`config.mk`:
```
export PLATFORM = sky130hd
export DESIGN_NAME = ale_cell
export DESIGN_NICKNAME = d
export VERILOG_FILES = /design/src/sv/ale_pkg.sv /design/src/sv/ale_cell.sv
export SDC_FILE = /design/constraint.sdc
export NUM_CORES = 1
export LEC_CHECK = 0
export BUFFER_PORTS_ARGS = -buffer_cell sky130_fd_sc_hd__buf_2
export CORE_MARGIN = 1
export CORE_UTILIZATION = 40
export DETAILED_ROUTE_END_ITERATION = 8
export PLACE_DENSITY = 0.76
export SLEW_MARGIN = 5
export SYNTH_ARGS = -nofsm -noshare
export SYNTH_HDL_FRONTEND = slang
export SYNTH_SLANG_ARGS = --single-unit
```
`constraint.sdc`:
```
create_clock -name clk -period 6.52 [get_ports clk]
set_input_delay 0.652 -clock clk [delete_from_list [all_inputs] [get_ports clk]]
set_output_delay 0.652 -clock clk [all_outputs]
set_load 0.01 [all_outputs]
```
`src/sv/ale_pkg.sv`:
```
// ----------------------------------------------------------------------------
// ale_pkg
// Shared types, codes and sizes for the array list engine.
// ----------------------------------------------------------------------------
package ale_pkg;

  localparam int LIST_DEPTH = 256;
  localparam int IDX_W = (LIST_DEPTH > 1) ? $clog2(LIST_DEPTH) : 1;
  localparam int CNT_W = $clog2(LIST_DEPTH + 1);
  localparam int CAP_W = 9;
  localparam int CMP_W = (CNT_W > CAP_W) ? CNT_W : CAP_W;
  localparam logic [CAP_W-1:0] CAP_RESET = 9'd256;

  localparam logic [2:0] CMD_READ    = 3'd0;
  localparam logic [2:0] CMD_APPEND  = 3'd1;
  localparam logic [2:0] CMD_INSERT  = 3'd2;
  localparam logic [2:0] CMD_REMOVE  = 3'd3;
  localparam logic [2:0] CMD_LSEARCH = 3'd4;
  localparam logic [2:0] CMD_BSEARCH = 3'd5;
  localparam logic [2:0] CMD_SORT    = 3'd6;

  localparam logic [2:0] ST_OK       = 3'd0;
  localparam logic [2:0] ST_FULL     = 3'd1;
  localparam logic [2:0] ST_EMPTY    = 3'd2;
  localparam logic [2:0] ST_INDEX    = 3'd3;
  localparam logic [2:0] ST_NOTFOUND = 3'd4;
  localparam logic [2:0] ST_UNSORTED = 3'd5;

  typedef struct packed {
    logic [2:0]         cmd;
    logic [7:0]         position;
    logic signed [31:0] operand_value;
  } in_item_t;

  typedef struct packed {
    logic [2:0]         status;
    logic [7:0]         found_position;
    logic signed [31:0] read_data;
    logic [8:0]         entry_total;
    logic               is_ordered;
  } out_item_t;

  typedef enum logic [2:0] {
    C_HOLD, C_LOAD, C_LEFT, C_RIGHT, C_MIN, C_MAX
  } cell_op_t;

  typedef struct packed {
    cell_op_t           op;
    logic signed [31:0] load_word;
  } cell_ctrl_t;

  typedef enum logic [1:0] {
    S_IDLE, S_LSRCH, S_BSRCH, S_SORT
  } state_t;

endpackage

```
`src/sv/ale_cell.sv`:
```
// ----------------------------------------------------------------------------
// ale_cell
// One list slot: holds a word and takes it from a neighbor, the load bus,
// or the min or max of itself and a neighbor for a compare-exchange.
// ----------------------------------------------------------------------------
module ale_cell import ale_pkg::*; (
  input  logic               clk,
  input  cell_ctrl_t         ctrl,
  input  logic signed [31:0] left_word,
  input  logic signed [31:0] right_word,
  output logic signed [31:0] word
);

  logic signed [31:0] word_r, word_nxt;

  always_comb begin
    case (ctrl.op)
      C_LOAD:  word_nxt = ctrl.load_word;
      C_LEFT:  word_nxt = left_word;
      C_RIGHT: word_nxt = right_word;
      C_MIN:   word_nxt = (right_word < word_r) ? right_word : word_r;
      C_MAX:   word_nxt = (left_word > word_r) ? left_word : word_r;
      default: word_nxt = word_r;
    endcase
  end

  always_ff @(posedge clk) begin
    word_r <= word_nxt;
  end

  assign word = word_r;

endmodule

```
==> results.json, run 1 <==
{
  "gr-usage-met1_pct": 26.9,
  "antenna-diode-count": 0,
  "gp_congestion": 0.847,
  "mappedNetlistNets": 724,
  "timing.critical_path.to_type": "flip-flop",
  "design.die.area_um2": 10500,
  "cp.arrival_ns": 3.44,
  "synth-seq-cells": 32,
  "slew_viol_final": 0,
  "via_count": 4547,
  "max_cap_viol_count": 0,
  "crit_required_ns": 6.47,
  "post-synth-top-area-cell": "sky130_fd_sc_hd__edfxtp_1",
  "floorplan.initialDensity_pct": 41.3,
  "fin_tns_setup_ns": 0,
  "mean_post_synth_cell_area_um2": 7.19,
  "grt_max_degree": 99,
  "cts.root.buffer_cell": "sky130_fd_sc_hd__clkbuf_8",
  "yosys_most_used_dff": "sky130_fd_sc_hd__edfxtp_1",
  "layout-area-overhead-vs-synth_pct": 20.5,
  "io_pins": 132,
  "cts.clk_slew.worst_paths_ns": 0.07,
  "critical_path_peak_fanout": 24,
  "grt.met2_usage_pct": 43.7,
  "synth.area.top_cells": "sky130_fd_sc_hd__edfxtp_1, sky130_fd_sc_hd__ha_1, sky130_fd_sc_hd__a21oi_1, sky130_fd_sc_hd__nor2_1, sky130_fd_sc_hd__a211oi_1",
  "placement_rows": 36,
  "ys_top_cells_by_count": "sky130_fd_sc_hd__nor2_1, sky130_fd_sc_hd__a21oi_1, sky130_fd_sc_hd__ha_1",
  "max_slew_margin_pct": 36.7,
  "post_synth_num_cell_types": 34,
  "chipHeight_um": 102,
  "worstSetupPathType": "input port to flip-flop",
  "clock_tree_skew_after_final_layout_ns": 0.00349,
  "drt_pass1_iterations": 5,
  "critical_path.startpoint_type": "input port",
  "gr-total-overflow": 0,
  "detail_route.wirelength_mm": 12.1,
  "detail_route.iter0.violations": 173,
  "synthesis.area_um2": 4030,
  "first_global_vias": 4407,
  "grt_usage_pct": 23.4,
  "cts_num_sinks": 32,
  "synth-seq-area-share_pct": 23.8,
  "layoutNonFillerInstCount": 799,
  "postCtsSetupBuffers": 0,
  "worst_hold_path_type": "input port to flip-flop",
  "yosysWarningCount": 0,
  "buffer_ports.inserted": 131,
  "area_of_the_core_um2": 9770,
  "power.density_nw_per_um2": 178,
  "max_freq_ghz": 0.287,
  "rsz0062_at_grt": "false",
  "drt-wirelength-per-cell_um": 15.1,
  "largest_register_ff_count": 32,
  "grt_pass1_wl_mm": 19.4,
  "placed_cells": 791,
  "cts-htree-levels": 2,
  "yosysTopAreaCellShare_pct": 23.8,
  "time_the_final_worst_path_needs_with_i_o_delays_and_setup_ns": 3.49,
  "design.final.nets": 828,
  "post-route-drc-count": 0,
  "floorplan.die.width_um": 102,
  "status": "finished clean",
  "post_cts_resized": 0,
  "final.period_utilization_pct": 53.5,
  "cts_hold_repair.buffers": 0,
  "final_antenna_net_count": 0,
  "insertion_delay_ns": 0.28,
  "hold_viol_final": 0,
  "synth-edff-count": 32,
  "top_usage_layer": "met2",
  "synth_most_common_cell": "sky130_fd_sc_hd__nor2_1",
  "synthCells": 561,
  "tritoncts": "built",
  "initial_antenna_violation_count": 1,
  "global_route.usage.met3_pct": 3.69,
  "asyncSetResetFlopFracSynth_pct": 0,
  "via_per_inst": 5.69,
  "layout-drive-gt1-share_pct": 22.2,
  "power_leakage_nw": 2.24,
  "place.detailed.hpwl_mm": 9.16,
  "slew_at_the_pin_closest_to_its_max_slew_limit_ns": 0.949,
  "cts_made_buffers": 5,
  "power.ir.vdd_worst_v": 0.000113,
  "final_setup_fails": 0,
  "max-clock-path-buffers": 2
}
[worst paths after layout]
kind	from	endpoint	slack (ns)	cells after the start
setup / recovery	right_word[25]	word[28]	3.03	10
hold / removal	left_word[16]	word[16]	0.78	3
setup reg to reg	word[25]	word[28]	3.10	10
hold reg to reg	word[30]	word[31]	1.23	5
[stage by stage]
stage	setup WS (ns)	util [%]	hold slack (ns)	cell area (µm²)	total power [mW]
final	3.03	49.7	0.780	4860	0.864
after CTS	3.03	49.7	0.775	4860	0.871
after global placement	2.91	48.6	1.06	4750	0.658
after global routing	2.67	49.7	0.800	4860	0.936
after floorplan	3.04	-	0.930	4030	0.530
after detailed placement	2.73	48.6	1.07	4750	0.676
[metal layers]
layer	share of wire, %	routed length, µm
met3	5.6	682
met2	50	6060
met5	0.12	14
met1	43	5140
met4	1.5	178
[cells in the final DEF, fill, tap and decap left out, drive strengths merged]
| cell | count |
|---|---|
| buf | 137 |
| nor2 | 101 |
| a21oi | 87 |
| ha | 63 |
| nand2 | 46 |
| o21ai | 45 |
| a211oi | 35 |
| inv | 34 |
| o22ai | 32 |
| edfxtp | 32 |
| nand4 | 10 |
| clkbuf | 5 |
| nor3 | 4 |
| nand3 | 4 |
| o211ai | 3 |
| a21o | 3 |
| nand2b | 2 |
| nor2b | 2 |
| a31oi | 2 |
| and4 | 2 |
| nor3b | 2 |
| a221oi | 2 |
| clkinv | 2 |
| o21a | 1 |
| a2111oi | 1 |
| a311oi | 1 |
| or4 | 1 |
| or3 | 1 |
| nor4 | 1 |
| and2 | 1 |
| a221o | 1 |
| a211o | 1 |
| a22oi | 1 |
| bufinv | 1 |
[logic make-up (layout without fill, tap and decap cells)]
logic type / after synthesis / after routing / share of synthesized area (%)
AO/OA/AOI/OAI: 215 / 215 / 31.2
buffers and inverters: 74 / 179 / 6.89
AND/OR/NAND/NOR: 177 / 177 / 18.6
adder cells (fa/ha/maj): 63 / 63 / 19.5
flip-flops: 32 / 32 / 23.8
[cell type report]
type	count	area (µm²)
timing repair buffer	137	703
inverter	34	128
tap	133	166
sequential	32	961
clock inverter	3	37.5
multi-input combinational	455	2790
fill	977	4920
clock buffer	5	68.8
[critical path, cell delays in order]
cell and delay, ns:
sky130_fd_sc_hd__buf_2 0.11, sky130_fd_sc_hd__ha_1 0.32, sky130_fd_sc_hd__a21o_1 0.18, sky130_fd_sc_hd__a21oi_1 0.15
sky130_fd_sc_hd__o21ai_0 0.10, sky130_fd_sc_hd__a21o_1 0.18, sky130_fd_sc_hd__a2111oi_0 0.51, sky130_fd_sc_hd__o211ai_1 0.19
sky130_fd_sc_hd__a22oi_2 0.58, sky130_fd_sc_hd__buf_4 0.47
[power by group]
part           switching (mW)  leakage (nW)  total [mW]  internal [mW]
clock                  0.0809        0.0532       0.192          0.111
combinational           0.228          1.87       0.383          0.155
sequential             0.0189         0.320       0.288          0.269
Power figures use the tool's default switching activity.
==> inputs of run 2 (changes only) <==
--- a/config.mk
+++ b/config.mk
@@ -9,7 +9,7 @@
 export CORE_MARGIN = 1
 export CORE_UTILIZATION = 40
 export DETAILED_ROUTE_END_ITERATION = 8
-export PLACE_DENSITY = 0.76
+export PLACE_DENSITY = 0.78
 export SLEW_MARGIN = 5
 export SYNTH_ARGS = -nofsm -noshare
 export SYNTH_HDL_FRONTEND = slang
==> constraint.sdc (replaced) <==
create_clock -name clk -period 3.1 [get_ports clk]
set_input_delay 0.31 -clock clk [delete_from_list [all_inputs] [get_ports clk]]
set_output_delay 0.31 -clock clk [all_outputs]
set_load 0.01 [all_outputs]
==> results.json, run 2 (synthesis gave the netlist of run 1 again) <==
{
  "floorplan.initialDensity_pct": 41.3,
  "slew_at_the_pin_closest_to_its_max_slew_limit_ns": 0.659,
  "tritoncts": "built",
  "timing.critical_path.to_type": "flip-flop",
  "cts_hold_repair.buffers": 0,
  "cts-htree-levels": 2,
  "design.die.area_um2": 10500,
  "cp.arrival_ns": 2.77,
  "cts.clk_slew.worst_paths_ns": 0.07,
  "layout-drive-gt1-share_pct": 23.8,
  "final_util_pct": 50.5,
  "io_pins": 132,
  "placement.cell_area_um2": 4860,
  "grt_usage_pct": 23.4,
  "via_per_inst": 5.63,
  "max_freq_ghz": 0.357,
  "worst_slack_ns": 0.297,
  "final.period_utilization_pct": 90.4,
  "buffer_ports.inserted": 131,
  "multi_input_gate_area_um2": 2880,
  "layout.cell_area.non_filler_um2": 4930,
  "worst_hold_path_type": "input port to flip-flop",
  "final_antenna_net_count": 0,
  "postCtsSetupBuffers": 0,
  "cts.root.buffer_cell": "sky130_fd_sc_hd__clkbuf_8",
  "largest_register_ff_count": 32,
  "first_global_vias": 4208,
  "layout-area-overhead-vs-synth_pct": 22.4,
  "crit_required_ns": 3.07,
  "ff_latch_area_um2": 961,
  "layout_common_cells": "sky130_fd_sc_hd__buf_2, sky130_fd_sc_hd__nor2_1, sky130_fd_sc_hd__a21oi_1",
  "dpl_worst_slack_ns": 0.276,
  "post-route-drc-count": 0,
  "fin_tns_setup_ns": 0,
  "time_the_final_worst_path_needs_with_i_o_delays_and_setup_ns": 2.80,
  "gp_congestion": 0.920,
  "cts_made_buffers": 5,
  "fillCellCount": 971,
  "grt_max_degree": 79,
  "max-clock-path-buffers": 2,
  "antenna-diode-count": 0,
  "final_setup_fails": 0,
  "drt_pass1_iterations": 5,
  "place.detailed.hpwl_mm": 9.70,
  "design.final.nets": 831,
  "status": "finished clean",
  "via_count": 4513,
  "insertion_delay_ns": 0.28,
  "max_slew_margin_pct": 56.1,
  "hold-worst-slack_ns": 0.436,
  "gr-total-overflow": 0,
  "post_cts_resized": 0,
  "area_of_the_core_um2": 9770,
  "hold_viol_final": 0,
  "floorplan.die.width_um": 102,
  "grt_pass1_wl_mm": 19.3,
  "placement_rows": 36,
  "clock_tree_skew_after_final_layout_ns": 0.00886,
  "critPathTopFamily": "compound AO/OA/AOI/OAI gates",
  "power.ir.vdd_worst_v": 0.000154,
  "max_cap_viol_count": 0,
  "initial_antenna_violation_count": 0,
  "drt-wirelength-per-cell_um": 15.4,
  "cp_cell_sequence": "inv_1 > ha_1 > a21o_1 > a21oi_1 > o21ai_0 > a21o_1 > a2111oi_0 > o211ai_1 > a22oi_2 > buf_4",
  "cts_num_sinks": 32,
  "slowest_stage": "sky130_fd_sc_hd__a2111oi_0",
  "detail_route.wirelength_mm": 12.4,
  "cp_num_buf_inv": 2,
  "worst_path_largest_cell_delay_ns": 0.48,
  "chipHeight_um": 102,
  "rsz0062_at_grt": "false",
  "power.density_nw_per_um2": 357,
  "power_leakage_nw": 2.24,
  "critical_path_peak_fanout": 17,
  "slew_viol_final": 0,
  "worstSetupPathType": "flip-flop to flip-flop",
  "layout.cells.most_common": "sky130_fd_sc_hd__buf_2",
  "detail_route.iter0.violations": 171,
  "critical_path.startpoint_type": "flip-flop",
  "crit_top_cell": "sky130_fd_sc_hd__a21o_1"
}
## run 2: cell types whose count changed in the layout (fill, tap and decap cells not counted), sizes merged
| cell | change |
|---|---|
| buf | +3 |
| bufinv | -1 |
## run 2: per-layer routing
metal	global-route usage [%]	vias up	routed length, µm
met5	0	-	0
li1	-	2272	-
met1	27.3	2067	5270
met2	43.1	154	6070
met4	8.57	0	247
met3	3.83	20	766
## run 2: power breakdown
part           internal, mW  switching (mW)
Clock                 0.148           0.154
Sequential            0.566          0.0382
Combinational         0.351           0.503
Total                  1.07           0.695
## run 2: layout make-up
type / instances / area share, %
inverter: 34 / 2.59
timing repair buffer: 140 / 14.7
sequential: 32 / 19.5
multi-input combinational: 455 / 58.3
clock inverter: 2 / 0.152
tap: 133 / 3.37
clock buffer: 5 / 1.39
## run 2: per-stage QoR
stage                     total power, mW  cells
after CTS                            1.77    801
after detailed placement             1.46    794
after global routing                 1.90    801
after global placement               1.42    794
after floorplan                      1.14    561
final                                1.76    801
## run 2: path summary, 6_finish.rpt
check,startpoint,end,slack [ns],cells after the start
max,word[25],word[10],0.30,10
min,ctrl[32],word[31],0.44,2
max reg2reg,word[25],word[10],0.30,10
min reg2reg,word[30],word[16],1.27,6
==> inputs of run 3 (changes only) <==
--- a/config.mk
+++ b/config.mk
@@ -6,10 +6,13 @@
 export NUM_CORES = 1
 export LEC_CHECK = 0
 export BUFFER_PORTS_ARGS = -buffer_cell sky130_fd_sc_hd__buf_2
+export CELL_PAD_IN_SITES_DETAIL_PLACEMENT = 1
+export CELL_PAD_IN_SITES_GLOBAL_PLACEMENT = 2
 export CORE_MARGIN = 1
-export CORE_UTILIZATION = 40
+export CORE_UTILIZATION = 25
 export DETAILED_ROUTE_END_ITERATION = 8
-export PLACE_DENSITY = 0.78
+export GPL_ROUTABILITY_DRIVEN = 0
+export PLACE_DENSITY = 0.87
 export SLEW_MARGIN = 5
 export SYNTH_ARGS = -nofsm -noshare
 export SYNTH_HDL_FRONTEND = slang
==> results.json, run 3 (synthesis gave the netlist of run 1 again) <==
{
  "holdPathEnd": "word[10]",
  "cp_num_buf_inv": 2,
  "hold_viol_final": 0,
  "crit-reg2reg-launch": "word[25]",
  "cts-htree-levels": 2,
  "cts_hold_repair.buffers": 0,
  "drt-wirelength-per-cell_um": 16.5,
  "power_leakage_nw": 2.29,
  "final_util_pct": 32.4,
  "via_count": 4582,
  "postCtsSetupBuffers": 0,
  "worstSetupPathType": "flip-flop to flip-flop",
  "floorplan.initialDensity_pct": 25.5,
  "slew_at_the_pin_closest_to_its_max_slew_limit_ns": 0.840,
  "cp_cell_sequence": "inv_1 > ha_1 > a21o_1 > a21oi_1 > o21ai_0 > a21o_1 > a2111oi_0 > o211ai_1 > a22oi_2 > buf_12",
  "critical_path_peak_fanout": 24,
  "min_path_cells": 3,
  "slew_viol_final": 0,
  "max_slew_margin_pct": 44.0,
  "tritoncts": "built",
  "clock_tree_skew_after_final_layout_ns": 0.00529,
  "first_global_vias": 4794,
  "worst_hold_path_type": "input port to flip-flop",
  "gr-total-overflow": 0,
  "crit_required_ns": 3.08,
  "cts_num_sinks": 32,
  "max_freq_ghz": 0.345,
  "placed_cells": 879,
  "cts.root.buffer_cell": "sky130_fd_sc_hd__clkbuf_16",
  "power.density_nw_per_um2": 383,
  "setup.reg_to_reg.worst_slack_ns": 0.20,
  "grt_pass1_wl_mm": 23.5,
  "area_of_the_core_um2": 15800,
  "total_power_mw": 1.97,
  "grt_max_degree": 95,
  "time_the_final_worst_path_needs_with_i_o_delays_and_setup_ns": 2.90,
  "initial_antenna_violation_count": 2,
  "timing.critical_path.to_type": "flip-flop",
  "worstReg2RegEnd": "word[12]",
  "post-route-drc-count": 0,
  "layout-drive-gt1-share_pct": 24.3,
  "detail_route.iter0.violations": 118,
  "fillCellCount": 1997,
  "drt_pass1_iterations": 4,
  "floorplan.die.width_um": 129,
  "insertion_delay_ns": 0.28,
  "cts.clk_slew.worst_paths_ns": 0.06,
  "grt_usage_pct": 17.8,
  "design.die.area_um2": 16600,
  "place.detailed.hpwl_mm": 11.7,
  "buffer_ports.inserted": 131,
  "cts_made_buffers": 5,
  "io_pins": 132,
  "final_antenna_net_count": 0,
  "hold_path.startpoint": "left_word[10]",
  "power.ir.vdd_worst_v": 0.000171,
  "detail_route.wirelength_mm": 14.7,
  "design.final.nets": 833,
  "worst_path_largest_cell_delay_ns": 0.53,
  "layoutNonFillerInstCount": 888,
  "crit_top_cell": "sky130_fd_sc_hd__a21o_1",
  "chipHeight_um": 129,
  "layout-area-overhead-vs-synth_pct": 27.2,
  "worst_r2r_path_depth": 10,
  "critPathTopFamily": "compound AO/OA/AOI/OAI gates",
  "placement_rows": 46,
  "slowest_stage": "sky130_fd_sc_hd__a2111oi_0",
  "critical_path.startpoint_type": "flip-flop",
  "rsz0062_at_grt": "false",
  "cp.arrival_ns": 2.88,
  "status": "finished clean",
  "fin_tns_setup_ns": 0,
  "worst_setup_path_startpoint": "word[25]",
  "via_per_inst": 5.16,
  "layout.cells.most_common": "sky130_fd_sc_hd__buf_2",
  "layout_common_cells": "sky130_fd_sc_hd__buf_2, sky130_fd_sc_hd__nor2_1, sky130_fd_sc_hd__a21oi_1",
  "final_setup_fails": 0,
  "max-clock-path-buffers": 2,
  "final.period_utilization_pct": 93.6,
  "max_cap_viol_count": 0,
  "post_cts_resized": 0,
  "hold-worst-slack_ns": 0.456,
  "largest_register_ff_count": 32
}
-- run 3: changes by cell type in the layout (fill, tap and decap cells not counted) --
cell                        previous run  this run
sky130_fd_sc_hd__buf_12                0         1
sky130_fd_sc_hd__buf_4                10        11
sky130_fd_sc_hd__clkbuf_16             0         5
sky130_fd_sc_hd__clkbuf_8              5         0
sky130_fd_sc_hd__clkinv_1              2         1
sky130_fd_sc_hd__clkinv_2              0         2
sky130_fd_sc_hd__diode_2               0         1
-- run 3: worst reg2reg max path, cell delays in order (launching register included) --
cell,delay (ns)
sky130_fd_sc_hd__edfxtp_1,0.39
sky130_fd_sc_hd__inv_1,0.10
sky130_fd_sc_hd__ha_1,0.25
sky130_fd_sc_hd__a21o_1,0.18
sky130_fd_sc_hd__a21oi_1,0.13
sky130_fd_sc_hd__o21ai_0,0.10
sky130_fd_sc_hd__a21o_1,0.17
sky130_fd_sc_hd__a2111oi_0,0.53
sky130_fd_sc_hd__o211ai_1,0.20
sky130_fd_sc_hd__a22oi_2,0.29
sky130_fd_sc_hd__buf_12,0.23
-- run 3: metrics by stage --
step           area [µm²]  setup slack, ns
2_1_floorplan        4120           -0.137
3_3_place_gp         4990            0.291
3_5_place_dp         4990            0.178
4_1_cts              5130            0.128
5_1_grt              5130          0.00645
6_report             5130            0.200
-- run 3: layout make-up --
type	count	area (µm²)	area share (%)
diodes	1	2.50	0.0488
clock buffers	5	125	2.44
clock inverters	3	13.8	0.268
inverters	34	128	2.49
multi-input cells	455	2880	56.1
flip-flops and latches	32	961	18.7
well taps	216	270	5.27
repair buffers	142	753	14.7
-- run 3: per-layer routing --
metal / wire [µm] / GRT usage, % / up-vias
met3: 455 / 2.20 / 17
met2: 7780 / 34.8 / 87
met4: 191 / 4.50 / 2
met1: 6230 / 20.2 / 2198
met5: 14 / 0 / -
li1: - / - / 2278
-- run 3: worst max path at each step --
| stage | endpoint | slack [ns] | cells past startpoint |
|---|---|---|---|
| floorplan | word[0] | -0.14 | 8 |
| global placement | word[10] | 0.29 | 10 |
| detailed placement | word[29] | 0.18 | 9 |
| CTS | word[10] | 0.13 | 10 |
| global route | word[13] | 0.006 | 10 |
| finish | word[12] | 0.20 | 10 |
-- run 3: where the power goes --
part	switching (mW)	internal (mW)
sequential	0.0379	0.567
clock	0.196	0.292
combinational	0.516	0.358
total	0.750	1.22
